### src/rtl/core/csd_pkg.sv
// Shared types and constants for the compression shock detector.
// No dependencies; every module of the block imports this package.
package csd_pkg;

    // Pipeline depth from input beat to output beat
    localparam int NUM_STAGES = 7;

    // Stage indices into the per-stage enable vector
    localparam int ST_SORT   = 0;
    localparam int ST_SQUARE = 1;
    localparam int ST_SPLIT  = 2;
    localparam int ST_WEIGHT = 3;
    localparam int ST_SUM    = 4;
    localparam int ST_SCALE  = 5;
    localparam int ST_OUT    = 6;

    typedef logic [NUM_STAGES-1:0] t_stage_en;

    // Inverse spacing registers: unsigned Q16.16
    localparam int INV_W = 32;
    localparam logic [INV_W-1:0] INV_RESET = 32'h0001_0000;

    localparam int CFG_IDX_W = 2;

    typedef enum logic [CFG_IDX_W-1:0] {
        REG_INV_DX,
        REG_INV_DY,
        REG_INV_DZ
    } t_cfg_reg;

    localparam int NUM_AXES = 3;

    // 100*(Spost - Spre) > 33*Spre  <=>  100*Spost > 133*Spre
    localparam int POST_SCALE  = 100;
    localparam int PRE_SCALE   = 133;
    localparam int SCALE_BITS  = 8;

    localparam int OUT_TDATA_W = 8;

endpackage

### src/rtl/core/csd_decide.sv
// Divergence sign and pressure jump test across the three axes, ending in
// the output register. Uses csd_pkg; fed by three csd_axis instances.
module csd_decide #(
    parameter int DATA_WIDTH = 32
) (
    input  logic                                  i_clk,
    input  csd_pkg::t_stage_en                    i_en,
    input  logic [DATA_WIDTH+csd_pkg::INV_W-1:0]  i_term [csd_pkg::NUM_AXES],
    input  logic [csd_pkg::NUM_AXES-1:0]          i_term_neg,
    input  logic [3*DATA_WIDTH-2:0]               i_wpre [csd_pkg::NUM_AXES],
    input  logic [3*DATA_WIDTH-2:0]               i_wpost [csd_pkg::NUM_AXES],
    output logic                                  o_shock,
    output logic                                  o_comp
);
    import csd_pkg::*;

    localparam int W      = DATA_WIDTH;
    localparam int TERM_W = W + INV_W;
    localparam int DIV_W  = TERM_W + 3;
    localparam int S_W    = 3 * W + 1;
    localparam int SC_W   = S_W + SCALE_BITS;

    logic [DIV_W-1:0] div_sum;
    logic [S_W-1:0]   pre_sum;
    logic [S_W-1:0]   post_sum;

    logic             r_s3_comp;
    logic             r_s4_comp;
    logic             r_s5_comp;
    logic [S_W-1:0]   r_s5_spre;
    logic [S_W-1:0]   r_s5_spost;
    logic             r_s6_comp;
    logic             r_s6_nz;
    logic [SC_W-1:0]  r_s6_pre;
    logic [SC_W-1:0]  r_s6_post;
    logic             r_s7_shock;
    logic             r_s7_comp;

    always_comb begin
        div_sum = '0;
        for (int a = 0; a < NUM_AXES; a++) begin
            if (i_term_neg[a]) begin
                div_sum = div_sum - DIV_W'(i_term[a]);
            end else begin
                div_sum = div_sum + DIV_W'(i_term[a]);
            end
        end
    end

    always_comb begin
        pre_sum  = '0;
        post_sum = '0;
        for (int a = 0; a < NUM_AXES; a++) begin
            pre_sum  = pre_sum + S_W'(i_wpre[a]);
            post_sum = post_sum + S_W'(i_wpost[a]);
        end
    end

    always_ff @(posedge i_clk) begin
        if (i_en[ST_SPLIT]) begin
            r_s3_comp <= div_sum[DIV_W-1];
        end
        if (i_en[ST_WEIGHT]) begin
            r_s4_comp <= r_s3_comp;
        end
        if (i_en[ST_SUM]) begin
            r_s5_comp  <= r_s4_comp;
            r_s5_spre  <= pre_sum;
            r_s5_spost <= post_sum;
        end
        if (i_en[ST_SCALE]) begin
            r_s6_comp <= r_s5_comp;
            r_s6_nz   <= (r_s5_spre != '0);
            r_s6_pre  <= SC_W'(r_s5_spre) * SC_W'(PRE_SCALE);
            r_s6_post <= SC_W'(r_s5_spost) * SC_W'(POST_SCALE);
        end
        if (i_en[ST_OUT]) begin
            r_s7_comp  <= r_s6_comp;
            r_s7_shock <= r_s6_comp && r_s6_nz && (r_s6_post > r_s6_pre);
        end
    end

    assign o_shock = r_s7_shock;
    assign o_comp  = r_s7_comp;

endmodule

### config.mk
export PLATFORM = sky130hd
export DESIGN_NAME = csd_decide
export DESIGN_NICKNAME = d
export VERILOG_FILES = /design/src/rtl/core/csd_pkg.sv /design/src/rtl/core/csd_decide.sv
export SDC_FILE = /design/constraint.sdc
export NUM_CORES = 2
export LEC_CHECK = 0
export BUFFER_PORTS_ARGS = -buffer_cell sky130_fd_sc_hd__buf_2
export CAP_MARGIN = 40
export CORE_UTILIZATION = 40
export DETAILED_ROUTE_END_ITERATION = 12
export PLACE_DENSITY_LB_ADDON = 0.05
export SLEW_MARGIN = 20
export SYNTH_ARGS = -nofsm -noshare
export SYNTH_HDL_FRONTEND = slang
export SYNTH_SLANG_ARGS = --single-unit
export TNS_END_PERCENT = 10
### constraint.sdc
create_clock -name i_clk -period 25.1 [get_ports i_clk]
set_clock_uncertainty 0.15 [all_clocks]
set_input_delay 5.02 -clock i_clk [delete_from_list [all_inputs] [get_ports i_clk]]
set_output_delay 5.02 -clock i_clk [all_outputs]
set_load 0.02 [all_outputs]
==> run summary <==
CP bufs+invs - 1
TritonCTS buffer count - 50
Largest cells by area after synthesis - ha_1, edfxtp_1, fa_1, inv_1, xnor2_1
RSZ-0062 raised after global routing - no
Initial antenna violation count - 45
Critical Path RT - 25.32 ns
Synth top cells by count - inv_1, ha_1, a21oi_1
Mapped Cells - 7,202
Reg2Reg Setup Slack - 18.32 ns
RR Startpoint - r_s5_spre[23]
Mapped Area - 0.0625 mm²
CP Max Fanout - 7
Gpl congestion - 0.906
Row count - 144
Cts hold-fix bufs - 0
Sequential area share after synthesis - 19.6%
#FFs+latches synth - 408
Hold Path Stages - 0
Gr usage total - 23.7%
Least-Margin Pin Slew - 1.02 ns
Die span in x - 397 µm
Crit path arrival time - 13.47 ns
Via-per-instance ratio - 5.40
Ys Warns - 0
Via count - 53.7k
Drt drc - 0
Clock transition at path regs - 0.06 ns
Fillers - 15.5k
Number of global-route vias before repair - 53.2k
Hold path endpoint - r_s5_comp
Cell variety after synth - 76
First-pass GRT wire length - 295,000 µm
Clk root buf - clkbuf_16
Hold path start - r_s4_comp
IO Pins - 775
CTS Buffer Depth - 3
Max-cap viol count - 0
HPWL after DPL - 168,000 µm
Final hold vios - 0
Die H - 397 µm
Max Slew Vio Count - 0
Setup crit end kind - flip-flop
Area leader, netlist - ha_1
Relative slew slack - 31.4%
R2R cell count - 20
Tcrit/Tclk final - 52.8%
Worst Setup Path Type - in2reg
Most used DFF post-synth - edfxtp_1
Layout cells sized above 1 - 11.9%
Most numerous cell in the Yosys netlist - inv_1
WL final - 192,000 µm
Routed Antenna Nets - 0
EDFF count, synth - 408
Area Growth Syn to Fin - 12.4%
Worst hold path class - reg2reg
TNS Setup - 0 ns
Syn_nets - 9,367
Max Clock Freq - 75.5 MHz
Crit-path max cell delay - 0.65 ns
Synth Area per Inst - 8.68 µm²
Clock tree from TritonCTS - done
Initial Util - 40.5%
# nets final - 10.0k
Grt total ovfl - 0
Endpoints failing setup - 0
Pre-antenna DRT Iters - 6
Reg-to-Reg End - r_s6_pre[100]
Worst Setup Start Kind - input port
# resized after CTS - 0
1st-iter DRT viols - 3,199
Worst-Skew Late Latency - 0.67 ns
Setup Buffers After CTS - 0
Status - finished clean
Async set-reset flop share out of synthesis - 0%
Avg WL per Cell - 19.3 µm
Buffers on Ports - 772
CTS Sinks - 408
H-Tree Level Count - 2
Final Critical Period - 13.24 ns
Top cell type's share of synthesized area - 20.3%
CP top delay family - simple AND/OR/NAND/NOR gates
Die Area - 0.158 mm²
Floorplan Core Area - 0.155 mm²
Slowest cell on the critical path - nor4_1
Largest net degree at the start of global routing - 90
-- layout by cell type (no fill, tap or decap), drive strengths merged, types with 46 or more instances in the layout --
cell / instances
nand2: 405
nand2b: 54
nor4: 65
inv: 1168
o21a: 54
nand3: 82
and3: 48
o21bai: 93
a21o: 342
a211oi: 46
nor3: 113
ha: 1017
a21oi: 647
xor2: 182
nor2: 351
clkbuf: 54
nand4: 177
fa: 375
xnor2: 440
o21ai: 325
nor2b: 80
edfxtp: 408
buf: 801
o31ai: 51
a31oi: 73
-- worst max path at each step --
stage	start	to	slack, ns	depth (start not counted)
global placement	i_term[146]	r_s3_comp	11.31	30
global route	i_term[148]	r_s3_comp	11.39	30
finish	i_term[148]	r_s3_comp	11.86	30
detailed placement	i_term[148]	r_s3_comp	11.28	30
floorplan	i_term[148]	r_s3_comp	12.83	29
CTS	i_term[148]	r_s3_comp	11.92	30
-- cell type report --
type	count	area, µm²	share of cell area [%]
diodes	12	30.0	0.0427
clock buffers	51	1250	1.79
clock inverters	43	492	0.700
inverters	1164	4370	6.22
multi-input cells	5417	45100	64.2
flip-flops and latches	408	12300	17.4
well taps	2044	2560	3.64
repair buffers	807	4220	6.00
-- metal layers --
metal	share of wire [%]	vias up	global-route usage (%)
li1	-	26600	-
met1	46	25700	32.4
met2	47	1278	39.7
met3	5.2	202	3.07
met4	2.1	46	4.95
met5	0.16	-	0
-- flip-flops by register name, indices dropped and copies added (netlist names) --
name / flops
r_s5_spost: 97
r_s4_comp: 1
o_shock: 1
r_s6_post: 102
r_s6_comp: 1
r_s3_comp: 1
r_s6_nz: 1
r_s6_pre: 105
r_s5_comp: 1
r_s5_spre: 97
o_comp: 1
-- through the flow --
stage          setup slack (ns)  instance area, µm²  instances  hold slack (ns)  util [%]
4_1_cts                   11.92               70200       9929            0.271      45.4
3_3_place_gp              11.31               68300       9826            0.256      44.2
3_5_place_dp              11.28               68400       9835            0.257      44.3
2_1_floorplan             12.83               62500       7202            0.250         -
6_report                  11.86               70300       9946            0.269      45.5
5_1_grt                   11.39               70300       9939            0.276      45.5
-- kinds of logic (layout without fill, tap and decap cells) --
logic type	after synthesis	in the layout	synth area share (%)
xor+xnor	623	623	8.75
buf+inv	1377	2065	8.27
simple gates	1524	1524	12.1
fa+ha+maj	1392	1392	32.3
compound gates	1876	1876	18.9
flops	408	408	19.6
mux	2	2	0.0320
other cells	0	12	0
Power is not shown: default switching activity piles up to over one toggle a cycle in this logic, so the estimate is an artifact.
